--- src/hdl/bc_pkg.sv ---
// ----------------------------------------------------------------------------
// bc_pkg
// Shared types and constants of the barometer compensation pipeline.
// ----------------------------------------------------------------------------
package bc_pkg;

  // Configuration register indexes (byte address = 4 * index).
  localparam logic [2:0] REG_SENS      = 3'd0;
  localparam logic [2:0] REG_OFF       = 3'd1;
  localparam logic [2:0] REG_SENS_TEMP = 3'd2;
  localparam logic [2:0] REG_OFF_TEMP  = 3'd3;
  localparam logic [2:0] REG_REF_TEMP  = 3'd4;
  localparam logic [2:0] REG_SLOPE     = 3'd5;

  // Reference temperature of 20.00 C and the distance from it to -15.00 C.
  localparam logic [10:0] TEMP_REF = 11'd2000;
  localparam logic [11:0] LOW_SPAN = 12'd3500;

  // Output saturation limits.
  localparam logic signed [14:0] TEMP_MIN  = -15'sd4000;
  localparam logic signed [14:0] TEMP_MAX  = 15'sd8500;
  localparam logic [16:0]        PRESS_MIN = 17'd1000;
  localparam logic [16:0]        PRESS_MAX = 17'd120000;

  // Division by 100 as a multiply by ceil(2^24 / 100) and a shift by 24.
  // Exact for every value up to the pressure ceiling.
  localparam logic [17:0] DIV100_K = 18'd167773;

  // Handoff from the front stages: first-order results.
  typedef struct packed {
    logic [23:0]        d1;
    logic signed [18:0] tq;    // (dT * C6) >> 23, temperature minus 20.00 C
    logic [16:0]        t2;    // (dT * dT) >> 31
    logic signed [35:0] off;
    logic signed [34:0] sens;
  } bc_front_t;

  // Handoff from the correction stages.
  typedef struct packed {
    logic [23:0]        d1;
    logic signed [20:0] temp;
    logic signed [41:0] off;
    logic signed [39:0] sens;
  } bc_corr_t;

  // Handoff from the pressure stages: unsaturated results.
  typedef struct packed {
    logic signed [20:0] temp;
    logic signed [28:0] press;
  } bc_press_t;

  // Final result beat.
  typedef struct packed {
    logic [10:0]        press_whole;
    logic signed [7:0]  temp_whole;
    logic [16:0]        press_hundredths;
    logic signed [14:0] temp_hundredths;
  } bc_result_t;

endpackage

--- src/hdl/bc_front.sv ---
// ----------------------------------------------------------------------------
// bc_front
// Two stages: temperature difference dT, then the first-order products for
// temperature, offset and sensitivity, plus the dT squared term.
// ----------------------------------------------------------------------------
module bc_front
  import bc_pkg::*;
(
  input  logic            clk,
  input  logic            rst,
  input  logic            in_valid,
  output logic            in_ready,
  input  logic [23:0]     raw_pressure,
  input  logic [23:0]     raw_temperature,
  input  logic [15:0]     sens_coeff,
  input  logic [15:0]     off_coeff,
  input  logic [15:0]     sens_temp_coeff,
  input  logic [15:0]     off_temp_coeff,
  input  logic [15:0]     ref_temp_coeff,
  input  logic [15:0]     temp_slope_coeff,
  output logic            out_valid,
  input  logic            out_ready,
  output bc_front_t       out_data
);

  logic               v1;
  logic               en1;
  logic               en2;
  logic [23:0]        d1_s1;
  logic signed [24:0] dt_s1;
  logic signed [24:0] dt_next;

  logic signed [41:0] tq_prod;
  logic signed [41:0] off_prod;
  logic signed [41:0] sens_prod;
  logic signed [49:0] sq_prod;
  bc_front_t          front_next;

  assign en2      = !out_valid || out_ready;
  assign en1      = !v1 || en2;
  assign in_ready = en1;

  assign dt_next = $signed({1'b0, raw_temperature}) - $signed({1'b0, ref_temp_coeff, 8'h00});

  always_ff @(posedge clk) begin
    if (rst) begin
      v1 <= 1'b0;
    end else if (en1) begin
      v1 <= in_valid;
    end
  end

  always_ff @(posedge clk) begin
    if (en1) begin
      d1_s1 <= raw_pressure;
      dt_s1 <= dt_next;
    end
  end

  assign tq_prod   = dt_s1 * $signed({1'b0, temp_slope_coeff});
  assign off_prod  = dt_s1 * $signed({1'b0, off_temp_coeff});
  assign sens_prod = dt_s1 * $signed({1'b0, sens_temp_coeff});
  assign sq_prod   = dt_s1 * dt_s1;

  // Taking the upper bits of a signed product is a floor shift.
  always_comb begin
    front_next.d1   = d1_s1;
    front_next.tq   = tq_prod[41:23];
    front_next.t2   = sq_prod[47:31];
    front_next.off  = $signed({3'b000, off_coeff, 17'd0}) + $signed(off_prod[41:6]);
    front_next.sens = $signed({3'b000, sens_coeff, 16'd0}) + $signed(sens_prod[41:7]);
  end

  always_ff @(posedge clk) begin
    if (rst) begin
      out_valid <= 1'b0;
    end else if (en2) begin
      out_valid <= v1;
    end
  end

  always_ff @(posedge clk) begin
    if (en2) begin
      out_data <= front_next;
    end
  end

endmodule

--- config.mk ---
export PLATFORM = sky130hd
export DESIGN_NAME = bc_front
export DESIGN_NICKNAME = d
export VERILOG_FILES = /design/src/hdl/bc_pkg.sv /design/src/hdl/bc_front.sv
export SDC_FILE = /design/constraint.sdc
export NUM_CORES = 2
export LEC_CHECK = 0
export CAP_MARGIN = 20
export CORE_UTILIZATION = 45
export DETAILED_ROUTE_END_ITERATION = 6
export DONT_BUFFER_PORTS = 1
export HOLD_SLACK_MARGIN = 0.05
export PLACE_DENSITY_LB_ADDON = 0.12
export REMOVE_ABC_BUFFERS = 1
export SLEW_MARGIN = 20
export SYNTH_ARGS = -nofsm -noshare
export SYNTH_HDL_FRONTEND = slang
export SYNTH_SLANG_ARGS = --single-unit
--- constraint.sdc ---
create_clock -name clk -period 23.5 [get_ports clk]
set_input_delay 1.175 -clock clk [delete_from_list [all_inputs] [get_ports clk]]
set_output_delay 1.175 -clock clk [all_outputs]
set_load 0.01 [all_outputs]
==> out/metrics.cfg <==
[floorplanning]
start_util=0.454
rows=142
ios=281
coreArea_mm2=0.150
dieArea_mm2=0.153
die_x_um=391
chipHeight_um=391

[global_route]
grt_max_degree=71
antenna_found_initial=11
grt_pass1_vias=49700
grt_pass1_wl_mm=280
overflow=0
track_usage=0.242

[synth]
synth_flop_cell=edfxtp_1
ys_seq_area_frac=0.0801
synth_edf_count=180
synth-adder-area-share=0.610
async_flop_share=0
syn_avg_cell_area_um2=9.65
muxShareOfSynthArea=0.000331
ys_seq_elements=182
syn_inst=7046
ys.warnings.count=0
synthSimpleGateAreaFrac=0.131
synth_top_family_by_area=adder cells
synth_cell_types=78
synth_compound_area_frac=0.0330
synth_xor_area_frac=0.0210
netlist_area_mm2=0.0680

[status]
status=complete, no violations

[routing]
vias=44300
ant_nets=0
drtPass1Iterations=7
wirelength_mm=174
routedWlPerCell_um=19.6
drt_iter0_markers=2259
via_per_inst=5.01
drcViolationCount=0

[critical_path]
required_ps=23800
max_stage_delay_ps=870
end_kind=register
startpoint_type=register
worst-path-max-fanout=54
slowest_stage=buf_4
crit_top_cell=fa_1
worstPathArrival_ps=10850
critPathKind=register to register

[sta]
hold_ws_ps=409
slew_viol_final=0
max_slew.worst_pin.slew_ps=1100
max_freq_ghz=0.0948
period_minus_slack_ps=10550
rsz0062_at_grt=false
tns_ps=0
finalCritPeriodShare=0.449
fin_skew_ps=44.4
max-slew-margin-rel=0.265
final-setup-viol-count=0
hold_viol_final=0

[finish]
drive_gt1_frac=0.0164
ff_latch_area_mm2=0.00545
layout_commonest_cell=inv_1
fin_nets=9232
stdcell_area_mm2=0.0704
syn2layout_area_growth_pct=3.50
layout_common_cells=inv_1 (1,965), fa_1 (1,760), nand2_1 (894)
fillCellCount=14400
final-instance-count-excl-fill=8854
multi_input_area_mm2=0.0541

[clock_tree]
cts.sinks=182
cts_tree=done
clock_tree.root_cell=clkbuf_16
cts_resized=0
clk_latency_ps=580
holdBufCountCts=0
post_cts_buffers=0
numCtsBuffers=17
clockBufferDepth=2
clk_pin_slew_ps=100
htree_levels=4

[placed_design]
placed_cells=8820
place.gp.congestion=0.840
post_dp_cell_area_mm2=0.0698
dpl.hpwl_mm=134
port_buffers=0

[worst_hold_path]
hp-class=register to register

[run]
cap_violations=0

-- cell families (layout without fill, tap and decap cells) --
family          after synthesis  after routing
fa+ha+maj                  2261           2261
xor+xnor                    163            163
mux                           2              2
simple gates               1850           1850
buf+inv                    2258           2048
flops                       182            182
other cells                   0              2
compound gates              330            330
-- registers in the layout, summed over array words and instances (netlist names) --
| name | cells |
|---|---|
| out_data | 131 |
| dt_s1 | 25 |
| d1_s1 | 24 |
| out_valid | 1 |
| v1 | 1 |
-- per-stage QoR --
stage,setup WS [ps],utilization
2_1_floorplan,14150,-
3_3_place_gp,13140,0.466
3_5_place_dp,13010,0.466
4_1_cts,12920,0.469
5_1_grt,12230,0.470
6_report,12950,0.470
-- area by class of cell --
cell class / count / share of cell area
Sequential cell: 182 / 0.0773
Inverter: 1969 / 0.105
Clock inverter: 12 / 0.00192
Tap cell: 2016 / 0.0358
Multi-Input combinational cell: 4606 / 0.768
Timing Repair Buffer: 47 / 0.00501
Clock buffer: 20 / 0.00634
Antenna cell: 2 / 0.0000711
-- Yosys cell counts (4+ instances only) --
cell type	n	area share
inv_1	1966	0.11
fa_1	1760	0.52
nand2_1	895	0.049
and2_1	620	0.057
ha_1	501	0.092
clkbuf_1	286	0.016
edfxtp_1	180	0.079
nor2_1	159	0.0088
xnor2_1	123	0.016
a21oi_1	84	0.0062
o21ai_0	56	0.0041
a21o_1	52	0.0057
xor2_1	40	0.0052
nor3_1	37	0.0027
o21a_1	32	0.0035
nand3_1	28	0.0021
nor2b_1	24	0.0022
nand2b_1	20	0.0018
a211oi_1	16	0.0018
and3_1	16	0.0015
o21bai_1	14	0.0015
nand4_1	11	0.0010
a31oi_1	10	0.00092
or2_2	8	0.00074
a21boi_0	7	0.00077
o211ai_1	7	0.00077
or3_1	7	0.00064
and4_1	6	0.00077
nor3b_1	4	0.00044
o31a_1	4	0.00051
-- path summary, 6_finish.rpt --
check / startpoint / to / slack (ps) / cells past startpoint
hold reg to reg: d1_s1[18] / out_data[125] / 410 / 0
setup reg to reg: dt_s1[10] / out_data[70] / 12950 / 35
setup / recovery: dt_s1[10] / out_data[70] / 12950 / 35
hold / removal: d1_s1[18] / out_data[125] / 410 / 0
-- critical path, delay by kind of cell, from the launching register on --
| kind | cells | cell delay, ps |
|---|---|---|
| compound gates | 14 | 3150 |
| xor+xnor | 2 | 240 |
| fa+ha+maj | 9 | 4070 |
| buf+inv | 4 | 1030 |
| flops | 1 | 720 |
| simple gates | 6 | 1040 |
-- metal layers --
metal | vias up | track usage | share of wire
li1 | 19800 | - | -
met3 | 155 | 0.0396 | 0.057
met5 | - | 0 | 0.00018
met1 | 23300 | 0.328 | 0.43
met2 | 1023 | 0.404 | 0.49
met4 | 4 | 0.0603 | 0.021
Power is not shown: default switching activity piles up to over one toggle a cycle in this logic, so the estimate is an artifact.
