$ cat config.mk
export PLATFORM = sky130hd
export DESIGN_NAME = bc_press
export DESIGN_NICKNAME = d
export VERILOG_FILES = /design/src/hdl/bc_pkg.sv /design/src/hdl/bc_press.sv
export SDC_FILE = /design/constraint.sdc
export NUM_CORES = 2
export LEC_CHECK = 0
export BUFFER_PORTS_ARGS = -buffer_cell sky130_fd_sc_hd__buf_2
export CAP_MARGIN = 30
export CORE_MARGIN = 8
export CORE_UTILIZATION = 40
export DETAILED_ROUTE_END_ITERATION = 16
export PLACE_DENSITY = 0.59
export SYNTH_ARGS = -nofsm -noshare
export SYNTH_HDL_FRONTEND = slang
export SYNTH_SLANG_ARGS = --single-unit
$ cat constraint.sdc
create_clock -name clk -period 9.3 [get_ports clk]
set_clock_uncertainty 0.2 [all_clocks]
set_input_delay 2.325 -clock clk [delete_from_list [all_inputs] [get_ports clk]]
set_output_delay 2.325 -clock clk [all_outputs]
set_load 0.02 [all_outputs]
$ cat src/hdl/bc_pkg.sv
// ----------------------------------------------------------------------------
// bc_pkg
// Shared types and constants of the barometer compensation pipeline.
// ----------------------------------------------------------------------------
package bc_pkg;

  // Configuration register indexes (byte address = 4 * index).
  localparam logic [2:0] REG_SENS      = 3'd0;
  localparam logic [2:0] REG_OFF       = 3'd1;
  localparam logic [2:0] REG_SENS_TEMP = 3'd2;
  localparam logic [2:0] REG_OFF_TEMP  = 3'd3;
  localparam logic [2:0] REG_REF_TEMP  = 3'd4;
  localparam logic [2:0] REG_SLOPE     = 3'd5;

  // Reference temperature of 20.00 C and the distance from it to -15.00 C.
  localparam logic [10:0] TEMP_REF = 11'd2000;
  localparam logic [11:0] LOW_SPAN = 12'd3500;

  // Output saturation limits.
  localparam logic signed [14:0] TEMP_MIN  = -15'sd4000;
  localparam logic signed [14:0] TEMP_MAX  = 15'sd8500;
  localparam logic [16:0]        PRESS_MIN = 17'd1000;
  localparam logic [16:0]        PRESS_MAX = 17'd120000;

  // Division by 100 as a multiply by ceil(2^24 / 100) and a shift by 24.
  // Exact for every value up to the pressure ceiling.
  localparam logic [17:0] DIV100_K = 18'd167773;

  // Handoff from the front stages: first-order results.
  typedef struct packed {
    logic [23:0]        d1;
    logic signed [18:0] tq;    // (dT * C6) >> 23, temperature minus 20.00 C
    logic [16:0]        t2;    // (dT * dT) >> 31
    logic signed [35:0] off;
    logic signed [34:0] sens;
  } bc_front_t;

  // Handoff from the correction stages.
  typedef struct packed {
    logic [23:0]        d1;
    logic signed [20:0] temp;
    logic signed [41:0] off;
    logic signed [39:0] sens;
  } bc_corr_t;

  // Handoff from the pressure stages: unsaturated results.
  typedef struct packed {
    logic signed [20:0] temp;
    logic signed [28:0] press;
  } bc_press_t;

  // Final result beat.
  typedef struct packed {
    logic [10:0]        press_whole;
    logic signed [7:0]  temp_whole;
    logic [16:0]        press_hundredths;
    logic signed [14:0] temp_hundredths;
  } bc_result_t;

endpackage

$ cat src/hdl/bc_press.sv
// ----------------------------------------------------------------------------
// bc_press
// Three stages of pressure: the raw pressure times sensitivity as two
// partial products, their sum shifted by 21, then the offset and shift by 15.
// ----------------------------------------------------------------------------
module bc_press
  import bc_pkg::*;
(
  input  logic       clk,
  input  logic       rst,
  input  logic       in_valid,
  output logic       in_ready,
  input  bc_corr_t   in_data,
  output logic       out_valid,
  input  logic       out_ready,
  output bc_press_t  out_data
);

  logic               v6;
  logic               v7;
  logic               en6;
  logic               en7;
  logic               en8;

  logic [43:0]        lo_prod;
  logic signed [44:0] hi_prod;
  logic [43:0]        lo_s6;
  logic signed [44:0] hi_s6;
  logic signed [20:0] temp_s6;
  logic signed [41:0] off_s6;

  logic [63:0]        full_prod;
  logic signed [42:0] x_s7;
  logic signed [20:0] temp_s7;
  logic signed [41:0] off_s7;

  logic signed [43:0] y_diff;
  bc_press_t          press_next;

  assign en8      = !out_valid || out_ready;
  assign en7      = !v7 || en8;
  assign en6      = !v6 || en7;
  assign in_ready = en6;

  // Sensitivity split into a low unsigned half and a high signed half.
  assign lo_prod = in_data.d1 * in_data.sens[19:0];
  assign hi_prod = $signed({1'b0, in_data.d1}) * $signed(in_data.sens[39:20]);

  always_ff @(posedge clk) begin
    if (rst) begin
      v6 <= 1'b0;
    end else if (en6) begin
      v6 <= in_valid;
    end
  end

  always_ff @(posedge clk) begin
    if (en6) begin
      lo_s6   <= lo_prod;
      hi_s6   <= hi_prod;
      temp_s6 <= in_data.temp;
      off_s6  <= in_data.off;
    end
  end

  // The true product fits in 64 bits, so modular addition is exact.
  assign full_prod = {hi_s6[43:0], 20'd0} + {20'd0, lo_s6};

  always_ff @(posedge clk) begin
    if (rst) begin
      v7 <= 1'b0;
    end else if (en7) begin
      v7 <= v6;
    end
  end

  always_ff @(posedge clk) begin
    if (en7) begin
      x_s7    <= $signed(full_prod[63:21]);
      temp_s7 <= temp_s6;
      off_s7  <= off_s6;
    end
  end

  assign y_diff = $signed({x_s7[42], x_s7}) - $signed({{2{off_s7[41]}}, off_s7});

  always_comb begin
    press_next.temp  = temp_s7;
    press_next.press = y_diff[43:15];
  end

  always_ff @(posedge clk) begin
    if (rst) begin
      out_valid <= 1'b0;
    end else if (en8) begin
      out_valid <= v7;
    end
  end

  always_ff @(posedge clk) begin
    if (en8) begin
      out_data <= press_next;
    end
  end

endmodule

==> flow_metrics.py <==
metrics = {
    "status": {
        "outcome": "completed",
    },
    "clocking": {
        "cts_max_path_buffers": 3,
        "cts_tree": "built",
        "clkTransAtPathRegs_ns": 0.06,
        "worstSkewPairLatency_ns": 0.55,
        "cts_buffers": 34,
        "cts_root_buf": "clkbuf_16",
        "postCtsSetupBuffers": 0,
        "numClockSinks": 290,
        "ctsHoldBuffers": 0,
        "ctsHtreeMaxLevel": 2,
    },
    "logic_synthesis": {
        "synth_compound_area_share_pct": 5.363,
        "yosysTopAreaCellShare_pct": 36.47,
        "synth_edf_count": 287,
        "synth_flop_cell": "edfxtp_1",
        "netlist_instances": 4272,
        "synth-async-reset-ratio_pct": 0,
        "synth.mux.area_fraction_pct": 0,
        "netlist_area_um2": 43090,
        "synth_top_family_by_area": "adder cells",
        "synth-adder-area-share_pct": 47.85,
        "netlist_top_cells_count": "inv_1, fa_1, nand2_1",
        "synth.area.top_cells": "fa_1, edfxtp_1, ha_1, inv_1, and2_1",
        "yosysSeqAreaShare_pct": 20.14,
        "synth-xor-area-share_pct": 2.744,
        "avgSynthCellArea_um2": 10.09,
        "synth.largest_area_cell": "fa_1",
        "synth_most_common_cell": "inv_1",
        "synth.net_count": 5580,
        "ys_seq_elements": 290,
        "synth.distinct_cells": 73,
        "synthSimpleGateAreaFrac_pct": 14.20,
        "yosys_warnings": 0,
    },
    "sta": {
        "worst_pin_slew_ns": 0.8741,
        "setup_violations": 0,
        "fmax_mhz": 111.5,
        "fin_crit_sh_pct": 96.46,
        "max_slew_margin_pct": 41.72,
        "drv_slew": 0,
        "finalHoldViolCount": 0,
        "final.setup.tns_ns": 0,
        "min_period_ns": 8.971,
        "rsz0062_at_grt": "false",
    },
    "worst_setup_path": {
        "r2r_setup_slack_ns": 5.40,
        "cp_max_fo": 6,
        "timing.rr.start": "lo_s6[21]",
        "r2r_cells": 12,
        "end_kind": "flip-flop",
        "cp-start-kind": "primary input",
        "cp.arrival_ns": 9.04,
        "critPathKind": "primary input to flip-flop",
        "r2r-end": "x_s7[39]",
        "cp.required_ns": 9.37,
    },
    "min_path": {
        "hold_depth": 0,
        "hp-class": "flip-flop to flip-flop",
        "min_to": "off_s7[8]",
        "hp-start": "off_s6[8]",
    },
    "floorplanning": {
        "die_h_um": 344.2,
        "ios": 183,
        "rows": 120,
        "initial_core_util_pct": 40.31,
        "die-area_um2": 118500,
        "die_w_um": 344.2,
        "fp.coreArea_um2": 106900,
    },
    "routing": {
        "dr.pass1.iters": 8,
        "wl_per_cell_um": 18.54,
        "ant_nets": 0,
        "drc": 0,
        "routed_wl_mm": 111.3,
        "vias": 29460,
        "via_per_inst": 4.908,
        "drt_iter0_drc": 1711,
    },
    "global_route": {
        "grt_use_total_pct": 19.32,
        "grt_max_degree": 72,
        "antenna_found_initial": 14,
        "grt_pass1_vias": 32660,
        "grt_pass1_wl_mm": 179.9,
        "overflow": 0,
    },
    "layout": {
        "drive_gt1_share_pct": 11.80,
        "finish.utilization_pct": 45.44,
        "fin_nets": 5880,
        "num-fill-cells": 10280,
        "stdcell_count": 6003,
        "area_delta_synth_final_pct": 12.73,
    },
    "place": {
        "port_buffers": 182,
        "dp_cells": 5938,
        "place.gp.congestion": 0.8756,
        "dpl.hpwl_mm": 93.25,
    },
    "run": {
        "maxCapViolCount": 0,
    },
}
[layout make-up]
class / instances / area [um^2] / area share (%)
diodes: 6 / 15.01 / 0.03091
clock buffers: 46 / 915.9 / 1.885
well taps: 1403 / 1755 / 3.614
clock inverters: 12 / 188.9 / 0.3889
repair buffers: 455 / 3318 / 6.831
flip-flops and latches: 290 / 8678 / 17.87
inverters: 921 / 3460 / 7.122
multi-input cells: 2870 / 30240 / 62.26
[critical path, stage by stage]
cell and delay [ns]:
buf_2 0.19, buf_12 0.18, and2_1 0.15, fa_1 0.51
fa_1 0.52, inv_1 0.06, fa_1 0.47, inv_1 0.05
fa_1 0.50, inv_1 0.05, fa_1 0.52, inv_1 0.05
fa_1 0.47, inv_1 0.05, fa_1 0.47, inv_1 0.04
ha_1 0.31, and3_1 0.23, and3_1 0.18, a221oi_2 0.29
buf_4 0.19, o21ai_2 0.10, o2bb2ai_1 0.22, or4_4 0.47
nand3_1 0.16, o21bai_1 0.10, xnor2_1 0.15
[layout by cell type (no fill, tap or decap), types with 7 or more instances in the layout]
master       n
ha_1       392
buf_12      27
edfxtp_1   287
buf_4      245
xnor2_1     91
inv_1      919
and3_1      14
nand4_1     25
fa_1       785
nand2b_1    24
a21oi_1    104
xor2_1      44
a211oi_1     7
clkbuf_16   34
o21ai_1      7
nand2_1    521
nand3_1     14
buf_2      182
clkbuf_1    10
and2_1     463
o21bai_1    13
nor2b_1     22
o21a_1      12
nor3_1      16
o21ai_0     44
nor2_1      80
a21o_1      88
a31oi_1     11
[metal layers]
metal / vias to the layer above / wire length [um] / global-route usage [%]
met5: - / 28 / 0
met1: 14960 / 49700 / 26.01
met3: 146 / 6670 / 3.443
met2: 703 / 51970 / 32.20
met4: 4 / 2905 / 5.087
li1: 13650 / - / -
[stage by stage]
step                setup WS (ns)  hold slack (ns)  cell area [um^2]
CTS                        0.2539           0.1871             48530
detailed placement        -0.2862           0.2045             47420
finish                     0.3289           0.1940             48580
global route            0.0007816           0.2075             48570
global placement          -0.2463           0.2003             47420
floorplan                  0.3918           0.2003             43090
[registers in the layout, indices dropped and copies added, names as in the netlist]
register,flops
temp_s7,21
temp_s6,21
off_s7,42
x_s7,43
off_s6,42
lo_s6,24
v6,1
hi_s6,44
out_valid,1
out_data,50
v7,1
[kinds of logic (layout without fill, tap and decap cells)]
group                    Yosys count  after routing
AO/OA/AOI/OAI                    344            344
XOR/XNOR                         135            135
adder cells (fa/ha/maj)         1177           1177
buffers and inverters           1112           1434
flip-flops                       290            290
other                              0              6
AND/OR/NAND/NOR                 1214           1214
[worst max path at each step]
stage,endpoint,start
global placement,hi_s6[36],in_data[113]
finish,hi_s6[39],in_data[113]
floorplan,hi_s6[43],in_data[22]
detailed placement,hi_s6[36],in_data[113]
CTS,hi_s6[36],in_data[113]
global route,lo_s6[40],in_data[117]
[timing repair]
| action | 4_1_cts | 5_1_grt |
|---|---|---|
| hold endpoints to repair | 0 | 0 |
| gates resized for setup | 0 | 1 |
| setup endpoints to repair | 0 | 1 |
Power is not shown: default switching activity piles up to over one toggle a cycle in this logic, so the estimate is an artifact.
