==> src/hdl/bc_pkg.sv <==
// ----------------------------------------------------------------------------
// bc_pkg
// Shared types and constants of the barometer compensation pipeline.
// ----------------------------------------------------------------------------
package bc_pkg;

  // Configuration register indexes (byte address = 4 * index).
  localparam logic [2:0] REG_SENS      = 3'd0;
  localparam logic [2:0] REG_OFF       = 3'd1;
  localparam logic [2:0] REG_SENS_TEMP = 3'd2;
  localparam logic [2:0] REG_OFF_TEMP  = 3'd3;
  localparam logic [2:0] REG_REF_TEMP  = 3'd4;
  localparam logic [2:0] REG_SLOPE     = 3'd5;

  // Reference temperature of 20.00 C and the distance from it to -15.00 C.
  localparam logic [10:0] TEMP_REF = 11'd2000;
  localparam logic [11:0] LOW_SPAN = 12'd3500;

  // Output saturation limits.
  localparam logic signed [14:0] TEMP_MIN  = -15'sd4000;
  localparam logic signed [14:0] TEMP_MAX  = 15'sd8500;
  localparam logic [16:0]        PRESS_MIN = 17'd1000;
  localparam logic [16:0]        PRESS_MAX = 17'd120000;

  // Division by 100 as a multiply by ceil(2^24 / 100) and a shift by 24.
  // Exact for every value up to the pressure ceiling.
  localparam logic [17:0] DIV100_K = 18'd167773;

  // Handoff from the front stages: first-order results.
  typedef struct packed {
    logic [23:0]        d1;
    logic signed [18:0] tq;    // (dT * C6) >> 23, temperature minus 20.00 C
    logic [16:0]        t2;    // (dT * dT) >> 31
    logic signed [35:0] off;
    logic signed [34:0] sens;
  } bc_front_t;

  // Handoff from the correction stages.
  typedef struct packed {
    logic [23:0]        d1;
    logic signed [20:0] temp;
    logic signed [41:0] off;
    logic signed [39:0] sens;
  } bc_corr_t;

  // Handoff from the pressure stages: unsaturated results.
  typedef struct packed {
    logic signed [20:0] temp;
    logic signed [28:0] press;
  } bc_press_t;

  // Final result beat.
  typedef struct packed {
    logic [10:0]        press_whole;
    logic signed [7:0]  temp_whole;
    logic [16:0]        press_hundredths;
    logic signed [14:0] temp_hundredths;
  } bc_result_t;

endpackage

==> src/hdl/bc_correct.sv <==
// ----------------------------------------------------------------------------
// bc_correct
// Three stages of second-order correction: squares of the temperature
// distances, the offset and sensitivity terms, and their application.
// ----------------------------------------------------------------------------
module bc_correct
  import bc_pkg::*;
(
  input  logic       clk,
  input  logic       rst,
  input  logic       in_valid,
  output logic       in_ready,
  input  bc_front_t  in_data,
  output logic       out_valid,
  input  logic       out_ready,
  output bc_corr_t   out_data
);

  // Stage 3: squares.
  logic               v3;
  logic               en3;
  logic signed [19:0] b_dist;
  logic signed [37:0] aa_prod;
  logic signed [39:0] bb_prod;
  logic [23:0]        d1_s3;
  logic signed [18:0] tq_s3;
  logic [16:0]        t2_s3;
  logic signed [35:0] off_s3;
  logic signed [34:0] sens_s3;
  logic [34:0]        aa_s3;
  logic [34:0]        bb_s3;
  logic               low_s3;
  logic               vlow_s3;

  // Stage 4: correction terms.
  logic               v4;
  logic               en4;
  logic [40:0]        aa61;
  logic [38:0]        bb15;
  logic [39:0]        off2_next;
  logic [38:0]        sens2_next;
  logic signed [20:0] temp_next;
  logic [23:0]        d1_s4;
  logic signed [20:0] temp_s4;
  logic signed [35:0] off_s4;
  logic signed [34:0] sens_s4;
  logic [39:0]        off2_s4;
  logic [38:0]        sens2_s4;
  logic               low_s4;

  // Stage 5: apply.
  logic               en5;
  bc_corr_t           corr_next;

  assign en5      = !out_valid || out_ready;
  assign en4      = !v4 || en5;
  assign en3      = !v3 || en4;
  assign in_ready = en3;

  // b_dist is negative exactly when the temperature is below -15.00 C.
  assign b_dist  = $signed({in_data.tq[18], in_data.tq}) + $signed({8'd0, LOW_SPAN});
  assign aa_prod = $signed(in_data.tq) * $signed(in_data.tq);
  assign bb_prod = b_dist * b_dist;

  always_ff @(posedge clk) begin
    if (rst) begin
      v3 <= 1'b0;
    end else if (en3) begin
      v3 <= in_valid;
    end
  end

  always_ff @(posedge clk) begin
    if (en3) begin
      d1_s3   <= in_data.d1;
      tq_s3   <= in_data.tq;
      t2_s3   <= in_data.t2;
      off_s3  <= in_data.off;
      sens_s3 <= in_data.sens;
      aa_s3   <= aa_prod[34:0];
      bb_s3   <= bb_prod[34:0];
      low_s3  <= in_data.tq[18];
      vlow_s3 <= b_dist[19];
    end
  end

  assign aa61 = {aa_s3, 6'd0} - {4'd0, aa_s3, 2'd0} + {6'd0, aa_s3};
  assign bb15 = {bb_s3, 4'd0} - {4'd0, bb_s3};

  always_comb begin
    off2_next  = {3'd0, aa61[40:4]} + (vlow_s3 ? {1'b0, bb15} : 40'd0);
    sens2_next = {3'd0, aa_s3, 1'b0} + (vlow_s3 ? {1'b0, bb_s3, 3'd0} : 39'd0);
    temp_next  = $signed({{2{tq_s3[18]}}, tq_s3}) + $signed({10'd0, TEMP_REF})
               - $signed({4'd0, (low_s3 ? t2_s3 : 17'd0)});
  end

  always_ff @(posedge clk) begin
    if (rst) begin
      v4 <= 1'b0;
    end else if (en4) begin
      v4 <= v3;
    end
  end

  always_ff @(posedge clk) begin
    if (en4) begin
      d1_s4    <= d1_s3;
      temp_s4  <= temp_next;
      off_s4   <= off_s3;
      sens_s4  <= sens_s3;
      off2_s4  <= off2_next;
      sens2_s4 <= sens2_next;
      low_s4   <= low_s3;
    end
  end

  always_comb begin
    corr_next.d1   = d1_s4;
    corr_next.temp = temp_s4;
    corr_next.off  = $signed({{6{off_s4[35]}}, off_s4})
                   - $signed({2'b00, (low_s4 ? off2_s4 : 40'd0)});
    corr_next.sens = $signed({{5{sens_s4[34]}}, sens_s4})
                   - $signed({1'b0, (low_s4 ? sens2_s4 : 39'd0)});
  end

  always_ff @(posedge clk) begin
    if (rst) begin
      out_valid <= 1'b0;
    end else if (en5) begin
      out_valid <= v4;
    end
  end

  always_ff @(posedge clk) begin
    if (en5) begin
      out_data <= corr_next;
    end
  end

endmodule

==> config.mk <==
export PLATFORM = sky130hd
export DESIGN_NAME = bc_correct
export DESIGN_NICKNAME = d
export VERILOG_FILES = /design/src/hdl/bc_pkg.sv /design/src/hdl/bc_correct.sv
export SDC_FILE = /design/constraint.sdc
export NUM_CORES = 2
export LEC_CHECK = 0
export ABC_AREA = 0
export BUFFER_PORTS_ARGS = -buffer_cell sky130_fd_sc_hd__buf_4
export CAP_MARGIN = 20
export CORE_UTILIZATION = 40
export CTS_BUF_LIST = sky130_fd_sc_hd__clkbuf_8
export CTS_CLUSTER_DIAMETER = 80
export DETAILED_ROUTE_END_ITERATION = 16
export HOLD_SLACK_MARGIN = 0.03
export PLACE_DENSITY_LB_ADDON = 0.25
export SETUP_SLACK_MARGIN = 0.15
export SLEW_MARGIN = 25
export SYNTH_ARGS = -nofsm -noshare
export SYNTH_HDL_FRONTEND = slang
export SYNTH_SLANG_ARGS = --single-unit
==> constraint.sdc <==
create_clock -name clk -period 12.2 [get_ports clk]
set_input_delay 1.22 -clock clk [delete_from_list [all_inputs] [get_ports clk]]
set_output_delay 1.22 -clock clk [all_outputs]
set_load 0.05 [all_outputs]
==> impl_metrics.tcl <==
set metrics [dict create \
    yosys_register_bits 521 \
    fin_crit_ns 10.01 \
    grt_max_degree 79 \
    crit_buf_inv 6 \
    final_area_um2 58500 \
    crit_family "adder cells" \
    setup-tns-final_ns 0 \
    post-route-period-util_pct 82.1 \
    slowest_stage "or4b_2" \
    end_kind "register" \
    netlist_area_um2 52700 \
    core_um2 130000 \
    dp_slack_ns 1.51 \
    ys.flop_type "edfxtp_1" \
    die_h_um 365 \
    gp_congestion 0.928 \
    hold_viol 0 \
    cp.arrival_ns 10.49 \
    synth_area_leader_cell "edfxtp_1" \
    die-width_um 365 \
    yosysMostFrequentCell "inv_1" \
    ios 264 \
    detail_route.vias_per_cell 4.97 \
    cts-root-buf "clkbuf_8" \
    ys_warn_count 0 \
    antenna_left 0 \
    crit_start "in_data[91]" \
    post_cts_buffers 0 \
    cts_inserted_buffers 88 \
    min-delay-start "d1_s4[6]" \
    vias 35500 \
    syn_nets 6340 \
    synth_top_area_share_pct 29.5 \
    ctsHoldBuffers 0 \
    synthArstFlopShare_pct 0 \
    hold_class "register to register" \
    cp_slowest_stage_delay_ns 0.67 \
    yosys-top-cells-count "inv_1 (1022), fa_1 (691), edfxtp_1 (518)" \
    antenna_found_initial 4 \
    r2r-start "tq_s3[0]" \
    grt_overflow 0 \
    drive_gt1_share_pct 8.29 \
    rsz0062_at_grt "false" \
    wirelength_um 129000 \
    grt_pass1_vias 37400 \
    maxCapViolCount 0 \
    io_buffer_count 263 \
    finClkSkew_ns 0.0238 \
    clockBufferDepth 3 \
    clk_latency_ns 0.74 \
    grt_pass1_wl_um 203000 \
    first_pass_iters 5 \
    postSynthCellCount 5046 \
    rows 132 \
    path_max_fanout 17 \
    dieArea_um2 133000 \
    synthToLayoutAreaGrowth_pct 11.0 \
    syn_avg_cell_area_um2 10.4 \
    cts_resized 0 \
    tritoncts "done" \
    slew_violations 0 \
    dr.first_iter.drc_count 1865 \
    crit_top_cell "fa_1" \
    initial_utilization_pct 40.5 \
    dp_hpwl_um 105000 \
    maxClockFrequency_ghz 0.0999 \
    status "finished, final reports clean" \
    synth.area.top_cells "edfxtp_1 (30%), fa_1 (26%), ha_1 (11%)" \
    ys_types 80 \
    synth_edf_count 518 \
    drc 0 \
    cts_sinks 521 \
    final_nets 6630 \
    max-slew-margin-rel_pct 31.3 \
    htree_levels 3 \
    worst_pin_slew_ns 1.03 \
    clkSlewWorstSetupHoldPaths_ns 0.06 \
    grtUsageTotal_pct 19.7 \
    cp.required_ns 12.68 \
    critPathKind "input port to register" \
    yosysSeqAreaShare_pct 29.6 \
    worst_slack_ns 2.19 \
    wl_per_cell_um 18.1 \
    setup_viol 0 \
    start_kind "input port" \
    detailed_place.area_um2 56800 \
]
[area by class of cell]
class	count	area [um2]
antenna	1	2.50
clock buffer	89	1220
clock inverter	66	498
fill	12400	71600
inverter	1028	3870
multi-input combinational	3403	32900
sequential	521	15600
tap	1742	2180
timing repair buffer	294	2230
[worst paths after layout]
kind	end	slack, ns	depth (start not counted)
setup / recovery	bb_s3[33]	2.19	29
hold / removal	out_data[109]	0.41	0
setup reg to reg	off2_s4[36]	5.51	25
hold reg to reg	out_data[109]	0.41	0
[placed cells by master (no fill, tap or decap), types with 89 or more instances in the layout]
master,count
inv_1,1039
fa_1,691
edfxtp_1,518
ha_1,468
nand2_1,370
nor2_1,368
buf_4,293
a21oi_1,242
xnor2_1,232
a21o_1,123
o21ai_0,123
and2_1,95
clkbuf_8,89
[state kept, by name, indices dropped and copies added, names as in the netlist, 32 cells and up]
register,flops
sens_s4,35
bb_s3,32
sens2_s4,37
off_s3,36
off_s4,36
off2_s4,40
aa_s3,33
sens_s3,35
out_data,127
[metal layers]
metal  vias to the layer above  part of all wire [%]  global-route usage [%]
li1                      17100                     -                       -
met3                       175                   5.2                    2.56
met5                         -                     0                       0
met2                       849                    48                    34.1
met4                         0                   2.6                    5.82
met1                     17400                    44                    25.7
[kinds of logic (layout without fill, tap and decap cells)]
family                   after synthesis  after routing  share of synthesized area (%)
AO/OA/AOI/OAI                        778            778                           9.71
XOR/XNOR                             314            314                           5.22
adder cells (fa/ha/maj)             1159           1159                           37.4
buffers and inverters               1122           1477                           7.99
flip-flops                           521            521                           29.6
multiplexers                           5              5                         0.0973
other                                  0              1                              0
AND/OR/NAND/NOR                     1147           1147                           10.0
[stage by stage]
step / utilization [%] / hold WS, ns / instances
floorplan: - / 0.400 / 5046
global placement: 43.6 / 0.400 / 6987
detailed placement: 43.6 / 0.405 / 6987
CTS: 44.9 / 0.394 / 7142
global route: 45.0 / 0.401 / 7144
finish: 45.0 / 0.407 / 7144
Power is left out: the tool's default activity adds up to more than one toggle a clock period on the data nets, which glitch-free logic cannot reach.
