## src/hdl/bc_pkg.sv

```systemverilog
// ----------------------------------------------------------------------------
// bc_pkg
// Shared types and constants of the barometer compensation pipeline.
// ----------------------------------------------------------------------------
package bc_pkg;

  // Configuration register indexes (byte address = 4 * index).
  localparam logic [2:0] REG_SENS      = 3'd0;
  localparam logic [2:0] REG_OFF       = 3'd1;
  localparam logic [2:0] REG_SENS_TEMP = 3'd2;
  localparam logic [2:0] REG_OFF_TEMP  = 3'd3;
  localparam logic [2:0] REG_REF_TEMP  = 3'd4;
  localparam logic [2:0] REG_SLOPE     = 3'd5;

  // Reference temperature of 20.00 C and the distance from it to -15.00 C.
  localparam logic [10:0] TEMP_REF = 11'd2000;
  localparam logic [11:0] LOW_SPAN = 12'd3500;

  // Output saturation limits.
  localparam logic signed [14:0] TEMP_MIN  = -15'sd4000;
  localparam logic signed [14:0] TEMP_MAX  = 15'sd8500;
  localparam logic [16:0]        PRESS_MIN = 17'd1000;
  localparam logic [16:0]        PRESS_MAX = 17'd120000;

  // Division by 100 as a multiply by ceil(2^24 / 100) and a shift by 24.
  // Exact for every value up to the pressure ceiling.
  localparam logic [17:0] DIV100_K = 18'd167773;

  // Handoff from the front stages: first-order results.
  typedef struct packed {
    logic [23:0]        d1;
    logic signed [18:0] tq;    // (dT * C6) >> 23, temperature minus 20.00 C
    logic [16:0]        t2;    // (dT * dT) >> 31
    logic signed [35:0] off;
    logic signed [34:0] sens;
  } bc_front_t;

  // Handoff from the correction stages.
  typedef struct packed {
    logic [23:0]        d1;
    logic signed [20:0] temp;
    logic signed [41:0] off;
    logic signed [39:0] sens;
  } bc_corr_t;

  // Handoff from the pressure stages: unsaturated results.
  typedef struct packed {
    logic signed [20:0] temp;
    logic signed [28:0] press;
  } bc_press_t;

  // Final result beat.
  typedef struct packed {
    logic [10:0]        press_whole;
    logic signed [7:0]  temp_whole;
    logic [16:0]        press_hundredths;
    logic signed [14:0] temp_hundredths;
  } bc_result_t;

endpackage

```

## src/hdl/bc_out.sv

```systemverilog
// ----------------------------------------------------------------------------
// bc_out
// Three stages of output: saturation, division by 100 through a reciprocal
// multiply, and the output register that holds a beat until it is taken.
// ----------------------------------------------------------------------------
module bc_out
  import bc_pkg::*;
(
  input  logic       clk,
  input  logic       rst,
  input  logic       in_valid,
  output logic       in_ready,
  input  bc_press_t  in_data,
  output logic       out_valid,
  input  logic       out_ready,
  output bc_result_t out_data
);

  logic               v9;
  logic               v10;
  logic               en9;
  logic               en10;
  logic               en11;

  logic signed [14:0] tc_next;
  logic [16:0]        pc_next;
  logic signed [14:0] tc_s9;
  logic [16:0]        pc_s9;

  logic               tneg;
  logic [14:0]        tabs_full;
  logic [31:0]        tq_prod;
  logic [34:0]        pq_prod;
  logic signed [14:0] tc_s10;
  logic [16:0]        pc_s10;
  logic [7:0]         tq_s10;
  logic [10:0]        pq_s10;
  logic               tneg_s10;

  bc_result_t         result_next;

  assign en11     = !out_valid || out_ready;
  assign en10     = !v10 || en11;
  assign en9      = !v9 || en10;
  assign in_ready = en9;

  always_comb begin
    priority if (in_data.temp < TEMP_MIN) begin
      tc_next = TEMP_MIN;
    end else if (in_data.temp > TEMP_MAX) begin
      tc_next = TEMP_MAX;
    end else begin
      tc_next = in_data.temp[14:0];
    end
    priority if (in_data.press < $signed({12'd0, PRESS_MIN})) begin
      pc_next = PRESS_MIN;
    end else if (in_data.press > $signed({12'd0, PRESS_MAX})) begin
      pc_next = PRESS_MAX;
    end else begin
      pc_next = in_data.press[16:0];
    end
  end

  always_ff @(posedge clk) begin
    if (rst) begin
      v9 <= 1'b0;
    end else if (en9) begin
      v9 <= in_valid;
    end
  end

  always_ff @(posedge clk) begin
    if (en9) begin
      tc_s9 <= tc_next;
      pc_s9 <= pc_next;
    end
  end

  // Temperature divides on its magnitude so the quotient truncates toward zero.
  assign tneg      = tc_s9[14];
  assign tabs_full = tneg ? (15'd0 - tc_s9) : tc_s9;
  assign tq_prod   = tabs_full[13:0] * DIV100_K;
  assign pq_prod   = pc_s9 * DIV100_K;

  always_ff @(posedge clk) begin
    if (rst) begin
      v10 <= 1'b0;
    end else if (en10) begin
      v10 <= v9;
    end
  end

  always_ff @(posedge clk) begin
    if (en10) begin
      tc_s10   <= tc_s9;
      pc_s10   <= pc_s9;
      tq_s10   <= tq_prod[31:24];
      pq_s10   <= pq_prod[34:24];
      tneg_s10 <= tneg;
    end
  end

  always_comb begin
    result_next.temp_hundredths  = tc_s10;
    result_next.press_hundredths = pc_s10;
    result_next.temp_whole       = tneg_s10 ? (8'd0 - tq_s10) : tq_s10;
    result_next.press_whole      = pq_s10;
  end

  always_ff @(posedge clk) begin
    if (rst) begin
      out_valid <= 1'b0;
    end else if (en11) begin
      out_valid <= v10;
    end
  end

  always_ff @(posedge clk) begin
    if (en11) begin
      out_data <= result_next;
    end
  end

endmodule

```

## config.mk

```make
export PLATFORM = sky130hd
export DESIGN_NAME = bc_out
export DESIGN_NICKNAME = d
export VERILOG_FILES = /design/src/hdl/bc_pkg.sv /design/src/hdl/bc_out.sv
export SDC_FILE = /design/constraint.sdc
export NUM_CORES = 1
export LEC_CHECK = 0
export BUFFER_PORTS_ARGS = -buffer_cell sky130_fd_sc_hd__buf_2
export CAP_MARGIN = 15
export CORE_UTILIZATION = 38
export DETAILED_ROUTE_END_ITERATION = 6
export HOLD_SLACK_MARGIN = 0.08
export PLACE_DENSITY = 0.62
export SLEW_MARGIN = 20
export SYNTH_ARGS = -nofsm -noshare
export SYNTH_HDL_FRONTEND = slang
export SYNTH_SLANG_ARGS = --single-unit
```

## constraint.sdc

```tcl
create_clock -name clk -period 9.12 [get_ports clk]
set_input_delay 0.912 -clock clk [delete_from_list [all_inputs] [get_ports clk]]
set_output_delay 0.912 -clock clk [all_outputs]
set_load 0.005 [all_outputs]
```

==> results of run 1 <==
## power breakdown
part / internal (mW) / switching, mW / total [mW]
combinational: 1.77 / 2.22 / 3.99
clock: 0.409 / 0.296 / 0.705
sequential: 0.862 / 0.0532 / 0.915
total: 3.04 / 2.57 / 5.60
## routing by layer
layer,wire length [um],vias up,global-route usage
li1,-,4224,-
met1,16000,4362,0.260
met2,14300,175,0.282
met3,1190,16,0.0266
met4,347,0,0.0448
met5,0,-,0
## sequential cells by signal, summed over array words and instances, names as in the netlist
signal	count
tc_s9	15
out_valid	1
v9	1
pc_s10	17
tq_s10	8
pq_s10	11
out_data	51
tc_s10	15
v10	1
pc_s9	17
## synth_stat cells, types with 4 or more instances
master | number | area [sq um]
a21oi_1 | 28 | 140
o31ai_1 | 8 | 60.1
nor4_1 | 8 | 50.1
xnor2_1 | 28 | 245
xor2_1 | 8 | 70.1
inv_1 | 312 | 1170
ha_1 | 262 | 3280
o21a_1 | 7 | 52.6
a31oi_1 | 5 | 31.3
or3_1 | 5 | 31.3
nor3_1 | 11 | 55.1
and2_1 | 16 | 100
a21boi_0 | 4 | 30.0
o21ai_0 | 25 | 125
a21o_1 | 14 | 105
nand2b_1 | 10 | 62.6
nand4_1 | 8 | 50.1
nor2_1 | 34 | 128
nor2b_1 | 7 | 43.8
edfxtp_1 | 134 | 4020
fa_1 | 192 | 3840
nand3_1 | 12 | 60.1
nand2_1 | 22 | 82.6
## stage by stage
stage	std cells	setup WS, ps
6_report	1817	1450
4_1_cts	1817	1440
5_1_grt	1817	894
3_3_place_gp	1785	1630
2_1_floorplan	1209	2130
3_5_place_dp	1785	1410
## final cells by class
type	count	area, sq um
well taps	468	586
clock buffers	18	429
fillers	3446	20800
repair buffers	111	568
flip-flops and latches	137	4080
inverters	313	1170
multi-input cells	756	9010
clock inverters	14	161
## worst min-delay path by stage
stage | endpoint | start | cells past startpoint
2_1_floorplan | out_data[0] | tc_s10[0] | 0
5_1_grt | out_data[49] | pq_s10[9] | 0
6_report | out_data[4] | tc_s10[4] | 0
3_3_place_gp | out_data[26] | pc_s10[11] | 0
3_5_place_dp | out_data[26] | pc_s10[11] | 0
4_1_cts | out_data[15] | pc_s10[0] | 0
## kinds of logic after synthesis
family,Yosys count,synth area share
DFF,137,0.286
buffers and inverters,316,0.0830
adders and majority gates,454,0.499
xor gates and xnor gates,38,0.0244
and+or+nand+nor,148,0.0545
AOI/OAI and AO/OA,116,0.0536
## critical path, stage by stage, from the launching register on
cell and delay [ps]:
edfxtp_1 660, inv_1 370, ha_1 330, nand2_1 160, and2_1 160, xor2_1 430, inv_1 230, fa_1 480
fa_1 490, inv_1 50, fa_1 480, inv_1 60, fa_1 540, inv_1 60, fa_1 550, fa_1 420
ha_1 330, a21oi_1 140, o21ai_0 90, a221oi_1 250, o21ai_0 130, o21ai_0 270, a21oi_1 130, a211oi_1 340
o21bai_1 130, xor2_1 150
## cells in the final DEF (no fill, tap or decap), types with 4 or more instances in the layout
cell and instances:
inv_1 310, ha_1 262, fa_1 192, edfxtp_1 134, buf_2 106, nor2_1 34
xnor2_1 28, a21oi_1 28, o21ai_0 25, nand2_1 22, clkbuf_16 17, and2_1 16
a21o_1 14, nand3_1 12, nor3_1 11, nand2b_1 10, o31ai_1 8, nand4_1 8
xor2_1 8, nor4_1 8, nor2b_1 7, o21a_1 7, or3_1 5, a31oi_1 5
buf_4 5, a21boi_0 4, inv_6 4
==> impl_metrics.csv, run 1 <==
group,metric,value,unit
routing,wl,31800,um
setup_path,worstRegToRegCells,25,
routing,post-route-drc-count,0,
place,hpwl,26900,um
setup_path,crit_required,9310,ps
cells_and_area,design_area,16000,sq um
setup_path,timing.rr.end,"tq_s10[6]",
clock_tree,tritoncts.num_buffers,17,
clock_tree,cts_setup_buffers,0,
yosys,synthFlopType,"edfxtp_1",
clock_tree,hold_buffers,0,
yosys,syn_nets,1717,
routing,vias,8777,
sta,relSlewSlack,0.313,
floorplanning,floorplan.initialDensity,0.388,
clock_tree,htreeDepth,4,
clock_tree,cts_resized,0,
setup_path,cp-startpoint,"tc_s9[0]",
grt,grt_antenna_before_repair,0,
cells_and_area,fin_nets,1844,
yosys,async_flop_share,0,
routing,antenna_left,0,
sta,setup_violations,0,
sta,finalHoldViolCount,0,
yosys,synth-seq-cells,137,
clock_tree,path_clk_slew,60,ps
place,place_area,15400,sq um
clock_tree,cts_tree,"done",
min_path,hold_path.class,"reg -> reg",
floorplanning,std_cell_rows,70,
power,power_leakage,8.06,nW
setup_path,r2r_start,"tc_s9[0]",
setup_path,crit_type,"reg -> reg",
cells_and_area,final_util,0.435,
clock_tree,root_buffer,"clkbuf_16",
setup_path,startpoint_type,"flop",
yosys,ys_warn_count,0,
setup_path,endpoint,"tq_s10[6]",
routing,routed_via_density,4.83,
grt,grt_first_pass_wirelength,52000,um
cells_and_area,drive_gt1_frac,0.116,
status,status,"completed",
grt,grt_max_degree,52,
setup_path,arrival,7860,ps
sta,clock.fmax,130,MHz
sta,drv_slew,0,
cells_and_area,areaGrowthSynthToFinish,12.1,%
yosys,synth_edf_count,134,
floorplanning,core_region_area,36800,sq um
clock_tree,cts.sinks,137,
routing,drt_iter0_markers,372,
setup_path,cp_max_fo,9,
setup_path,cp-end-kind,"flop",
floorplanning,die_area,38400,sq um
routing,wl_per_cell,17.5,um
sta,fin_setup_tns,0,ps
job,drv_cap,0,
sta,rsz0062_at_grt,"false",
sta,period_share,0.841,
place,io_buffers,106,
sta,holdWs,418,ps
clock_tree,clk-insertion-delay-late,440,ps
yosys,avgSynthCellArea,11.8,sq um
power,ir_worst_vdd,0.235,mV
place,globalplace.congestion,0.873,
power,finalPower,5.60,mW
grt,overflow,0,
floorplanning,die_x,196,um
clock_tree,clockBufferDepth,2,
grt,grt_usage,0.180,
grt,grt_pass1_vias,9653,
sta,fin_crit,7670,ps
yosys,syn_inst,1209,
cells_and_area,antenna_cells,0,
sta,worst_pin_slew,1020,ps
yosys,synth.distinct_cells,56,
floorplanning,num_io_pins,107,
power,p_per_area,350,nW/um^2
sta,skew,12.0,ps
yosys,netlist_area,14300,sq um
yosys,yosysSeqAreaShare,0.286,
routing,firstDrtPassIters,5,
setup_path,r2r_slack,1450,ps
floorplanning,dieHeight,196,um
No activity file was read; power rests on OpenSTA's default activity.
==> run 2, diff against run 1 <==
==> constraint.sdc (replaced) <==
create_clock -name clk -period 7.28 [get_ports clk]
set_input_delay 0.728 -clock clk [delete_from_list [all_inputs] [get_ports clk]]
set_output_delay 0.728 -clock clk [all_outputs]
set_load 0.005 [all_outputs]
==> run 2 against run 1 <==
  * Critical endpoint is now tq_s10[3]
  * Via count rose by 1.4%
  * Register-to-register slack got worse by 1000 ps
  * Clock-buffer cell count is the same
  * Routed wire length decreased by 0.75%
  * Sequential power grew 25%
  * Largest power group unchanged
==> impl_metrics.csv, run 2 (same netlist as run 1, synthesis figures left out) <==
group,metric,value,unit
cells_and_area,fin_nets,1867,
status,status,"completed",
routing,wl,31600,um
routing,firstDrtPassIters,5,
clock_tree,clockBufferDepth,2,
place,place_inst,1808,
sta,fin_crit,6880,ps
routing,routed_via_density,4.84,
cells_and_area,drive_gt1_frac,0.134,
power,p_per_area,433,nW/um^2
routing,post-route-drc-count,0,
floorplanning,die_area,38400,sq um
setup_path,cp_max_fo,4,
grt,overflow,0,
cells_and_area,mostFrequentLayoutCells,"inv_1, ha_1, fa_1",
floorplanning,dieHeight,196,um
setup_path,crit_type,"reg -> reg",
place,globalplace.congestion,0.906,
min_path,hold_path.class,"reg -> reg",
cells_and_area,final_util,0.440,
setup_path,cp-end-kind,"flop",
job,drv_cap,0,
floorplanning,num_io_pins,107,
sta,rsz0062_at_grt,"true",
clock_tree,tritoncts.num_buffers,17,
grt,grt_pass1_vias,9546,
setup_path,worstRegToRegCells,24,
place,io_buffers,106,
cells_and_area,n_fill_cell,3432,
power,ir_worst_vdd,0.294,mV
sta,drv_slew,0,
setup_path,startpoint_type,"flop",
routing,wl_per_cell,17.2,um
setup_path,crit_required,7490,ps
power,power_leakage,8.16,nW
cells_and_area,seqCellArea,4080,sq um
sta,finalHoldViolCount,0,
clock_tree,cts.sinks,137,
clock_tree,cts_tree,"done",
sta,period_share,0.945,
routing,drt_iter0_markers,382,
setup_path,arrival,7090,ps
cells_and_area,reg_top3,"out_data: 51 flops, pc_s10: 17 flops, pc_s9: 17 flops",
grt,grt_usage,0.178,
routing,vias,8898,
place,hpwl,26800,um
routing,antenna_left,0,
cells_and_area,instances_no_fill,1840,
clock_tree,path_clk_slew,80,ps
sta,relSlewSlack,0.407,
clock_tree,htreeDepth,4,
floorplanning,floorplan.initialDensity,0.388,
sta,clock.fmax,145,MHz
grt,grt_antenna_before_repair,1,
clock_tree,root_buffer,"clkbuf_16",
cells_and_area,areaGrowthSynthToFinish,13.4,%
sta,setup_violations,0,
cells_and_area,multi_input_area,9040,sq um
floorplanning,std_cell_rows,70,
cells_and_area,layout_commonest_cell,"inv_1",
grt,grt_first_pass_wirelength,51200,um
sta,skew,16.0,ps
grt,grt_max_degree,52,
floorplanning,die_x,196,um
cells_and_area,largest_reg_flops,51,
cells_and_area,top_register,"out_data",
floorplanning,core_region_area,36800,sq um
cells_and_area,antenna_cells,0,
clock_tree,clk-insertion-delay-late,460,ps
min_path,min_path_cells,0,
sta,worst_pin_slew,882,ps
## run 2: changes by cell type in the layout (fill, tap and decap cells not counted), sizes merged
cell	change
buf	+23
bufinv	-1
clkinv	+1
## run 2: power breakdown
group / switching, mW / internal (mW) / leakage (nW)
logic: 2.75 / 2.25 / 6.42
clock network: 0.384 / 0.477 / 0.268
registers: 0.0612 / 1.08 / 1.47
## run 2: path summary, 6_finish.rpt
kind,start,end,slack (ps)
setup / recovery,tc_s9[3],tq_s10[3],400
hold / removal,tc_s10[0],out_data[0],410
setup reg to reg,tc_s9[3],tq_s10[3],400
hold reg to reg,tc_s10[0],out_data[0],410
## run 2: area by class of cell
class                           instances  share of cell area
Sequential cell                       137               0.252
Timing Repair Buffer                  134              0.0457
Multi-Input combinational cell        756               0.558
Tap cell                              468              0.0362
Clock buffer                           18              0.0265
Clock inverter                         14             0.00850
Inverter                              313              0.0725
## run 2: metal layers
layer / wire length (um) / part of all wire / up-vias / global-route usage
met5: 0 / 0 / - / 0
met4: 502 / 0.016 / 0 / 0.0541
met3: 1290 / 0.041 / 30 / 0.0292
met2: 14000 / 0.44 / 193 / 0.275
met1: 15800 / 0.50 / 4409 / 0.255
li1: - / - / 4266 / -
## run 2: metrics by stage
step	cell area [sq um]	hold slack [ps]	worst slack [ps]	power (mW)	setup TNS [ps]
after global placement	15600	401	195	5.96	0
after floorplan	14300	400	291	4.79	0
after global routing	16200	421	-34.6	7.92	-76.6
after detailed placement	15600	405	81.6	6.06	0
final	16200	413	401	7.01	0
after CTS	16200	414	107	7.01	0
## run 2: critical path: stages, from the launching register on
cell	delay, ps
edfxtp_1	430
or3_1	430
nor2_2	120
nand3_1	210
o21ai_0	260
xnor2_1	180
inv_1	130
fa_1	580
ha_1	270
fa_1	560
fa_1	450
fa_1	590
inv_1	70
fa_1	490
inv_1	40
ha_1	300
a21o_1	180
a21o_1	170
a21o_1	170
a21o_1	180
o21ai_1	120
nand2b_1	70
a311o_1	350
a31oi_1	200
xnor2_1	90
## run 2: timing repair
| action | CTS | global route |
|---|---|---|
| hold endpoints to repair | 0 | 0 |
| buffers inserted | 0 | 0 |
| resized for setup | 0 | 7 |
| endpoints found under the setup margin | 0 | 6 |
| hold buffers | 0 | 0 |
==> run 3, diff against run 2 <==
--- a/config.mk
+++ b/config.mk
@@ -10,7 +10,7 @@
 export CORE_UTILIZATION = 38
 export DETAILED_ROUTE_END_ITERATION = 6
 export HOLD_SLACK_MARGIN = 0.08
-export PLACE_DENSITY = 0.62
+export PLACE_DENSITY = 0.64
 export SLEW_MARGIN = 20
 export SYNTH_ARGS = -nofsm -noshare
 export SYNTH_HDL_FRONTEND = slang
==> constraint.sdc (replaced) <==
create_clock -name clk -period 6.2 [get_ports clk]
set_input_delay 0.62 -clock clk [delete_from_list [all_inputs] [get_ports clk]]
set_output_delay 0.62 -clock clk [all_outputs]
set_load 0.005 [all_outputs]
==> run 3 against run 2 <==
  * Sequential cell count stayed put
  * Die area stayed put
  * Hold slack worse by 49 ps
  * Combinational power is 47% higher
  * Setup slack worse by 780 ps
  * The run now ends with negative setup slack left
  * Via count is 3.9% higher
  * Routed wire length is 0.51% higher
  * Register-to-register slack worse by 780 ps
  * First-iteration DRC count is 5.8% lower
  * Sequential share of layout area is 1.7 points lower
==> impl_metrics.csv, run 3 (same netlist as run 1, synthesis figures left out) <==
group,metric,value,unit
status,status,"finished, violations left",
status,violations,"negative setup slack",
min_path,hold_path_end,"v10",
cells_and_area,mostFrequentLayoutCells,"inv_1, ha_1, fa_1",
clock_tree,path_clk_slew,70,ps
cells_and_area,n_fill_cell,3345,
sta,setup_violations,8,
setup_path,cp_max_fo,3,
clock_tree,htreeDepth,4,
power,switching_power,4.36,mW
place,globalplace.congestion,0.879,
grt,grt_pass1_vias,10000,
cells_and_area,drive_gt1_frac,0.236,
cells_and_area,reg_top3,"out_data: 51 flops, pc_s10: 17 flops, pc_s9: 17 flops",
sta,period_share,1.06,
job,drv_cap,0,
clock_tree,root_buffer,"clkbuf_16",
clock_tree,clockBufferDepth,2,
grt,grt_max_degree,52,
sta,finalHoldViolCount,0,
sta,rsz0062_at_grt,"true",
power,p_per_area,559,nW/um^2
place,place_area,16400,sq um
min_path,min_from,"rst",
power,p_sw_frac,0.448,
sta,worst_pin_slew,950,ps
routing,firstDrtPassIters,5,
grt,grt_antenna_before_repair,0,
floorplanning,die_area,38400,sq um
routing,wl_per_cell,16.3,um
routing,drt_iter0_markers,360,
min_path,hold_path.class,"in -> reg",
setup_path,crit_type,"reg -> reg",
setup_path,startpoint_type,"flop",
cells_and_area,largest_reg_flops,51,
power,combPwrFrac,0.757,
min_path,min_path_cells,2,
sta,fin_crit,6580,ps
floorplanning,core_region_area,36800,sq um
sta,clock.fmax,152,MHz
cells_and_area,instances_no_fill,1944,
floorplanning,floorplan.initialDensity,0.388,
routing,wl,31700,um
clock_tree,cts_tree,"done",
floorplanning,num_io_pins,107,
cells_and_area,fin_nets,1971,
power,p_seq_frac,0.136,
floorplanning,std_cell_rows,70,
sta,fin_ws,-378,ps
clock_tree,tritoncts.num_buffers,17,
power,p_clk_frac,0.107,
grt,overflow,0,
routing,antenna_left,0,
grt,grt_usage,0.178,
setup_path,cp-end-kind,"flop",
place,place_inst,1902,
setup_path,crit_required,6390,ps
clock_tree,hold_buffers,0,
clock_tree,cts.sinks,137,
place,hpwl,26800,um
cells_and_area,antenna_cells,0,
setup_path,r2r_slack,-380,ps
sta,drv_slew,0,
floorplanning,die_x,196,um
setup_path,arrival,6760,ps
power,ir_worst_vdd,0.595,mV
cells_and_area,design_area,17400,sq um
clock_tree,clk-insertion-delay-late,440,ps
routing,post-route-drc-count,0,
cells_and_area,layout_commonest_cell,"inv_1",
grt,grt_first_pass_wirelength,52500,um
setup_path,r2r_start,"tc_s9[6]",
place,io_buffers,106,
routing,vias,9245,
floorplanning,dieHeight,196,um
sta,skew,9.70,ps
cells_and_area,areaGrowthSynthToFinish,21.7,%
routing,routed_via_density,4.76,
power,power_leakage,8.72,nW
power,power.internal,5.37,mW
setup_path,timing.rr.end,"tq_s10[5]",
cells_and_area,top_register,"out_data",
setup_path,worstRegToRegCells,24,
sta,relSlewSlack,0.364,
run 3: routing by layer:
| layer | wire length (um) | vias up | global-route usage |
|---|---|---|---|
| li1 | - | 4475 | - |
| met3 | 1230 | 32 | 0.0241 |
| met4 | 516 | 0 | 0.0527 |
| met5 | 0 | - | 0 |
| met1 | 15300 | 4572 | 0.250 |
| met2 | 14700 | 166 | 0.285 |
run 3: metrics by stage:
step                      hold WS [ps]  utilization  setup WS [ps]  setup TNS, ps  total power, mW
after CTS                          345        0.466           -405          -2110             9.38
after global routing               351        0.473           -580          -3600             10.8
after floorplan                    400            -           -373          -1520             5.77
after global placement             403        0.446           -437          -3100             7.72
after detailed placement           405        0.446           -512          -3720             7.81
final                              363        0.473           -378          -1930             9.73
run 3: how the worst max path moves through the flow:
stage	start	to	slack, ps	depth (start not counted)
CTS	tc_s9[8]	tq_s10[5]	-410	24
global placement	tc_s9[8]	tq_s10[6]	-440	25
global route	tc_s9[6]	tq_s10[5]	-580	24
detailed placement	tc_s9[8]	tq_s10[6]	-510	25
finish	tc_s9[6]	tq_s10[5]	-380	24
floorplan	tc_s9[8]	tq_s10[6]	-370	25
run 3: power by group through the flow:
stage               logic [mW]  clock network, mW  registers (mW)
floorplan                 4.42                  0            1.35
global placement          6.38                  0            1.34
detailed placement        6.47                  0            1.35
CTS                       6.99               1.06            1.33
global route              8.36               1.10            1.34
finish                    7.36               1.04            1.32
run 3: cell type report:
type                            count  area (sq um)  area share
Multi-Input combinational cell    756          9420       0.542
Sequential cell                   137          4080       0.235
Timing Repair Buffer              238          1520      0.0875
Inverter                          313          1180      0.0677
Tap cell                          468           586      0.0337
Clock buffer                       17           425      0.0245
Clock inverter                     15           174      0.0100
run 3: what timing repair did:
action / 4_1_cts / 5_1_grt
cloned: 0 / 0
gates resized for setup: 20 / 36
setup buffers: 2 / 8
pin swaps: 13 / 48
endpoints found under the setup margin: 16 / 17
run 3: critical path, stage by stage, from the launching register on:
cell and delay, ps:
edfxtp_1 380, or4_4 540, or3_4 360, o31ai_4 250
xnor2_2 90, ha_1 290, inv_2 50, ha_4 140
or2_4 240, fa_2 340, fa_1 480, inv_1 50
fa_1 480, inv_1 50, fa_1 480, fa_1 520
ha_4 310, nand3_4 80, nor2_4 130, and4_4 240
nand3_4 80, o31ai_4 330, a211oi_2 120, buf_4 140
xnor2_1 120
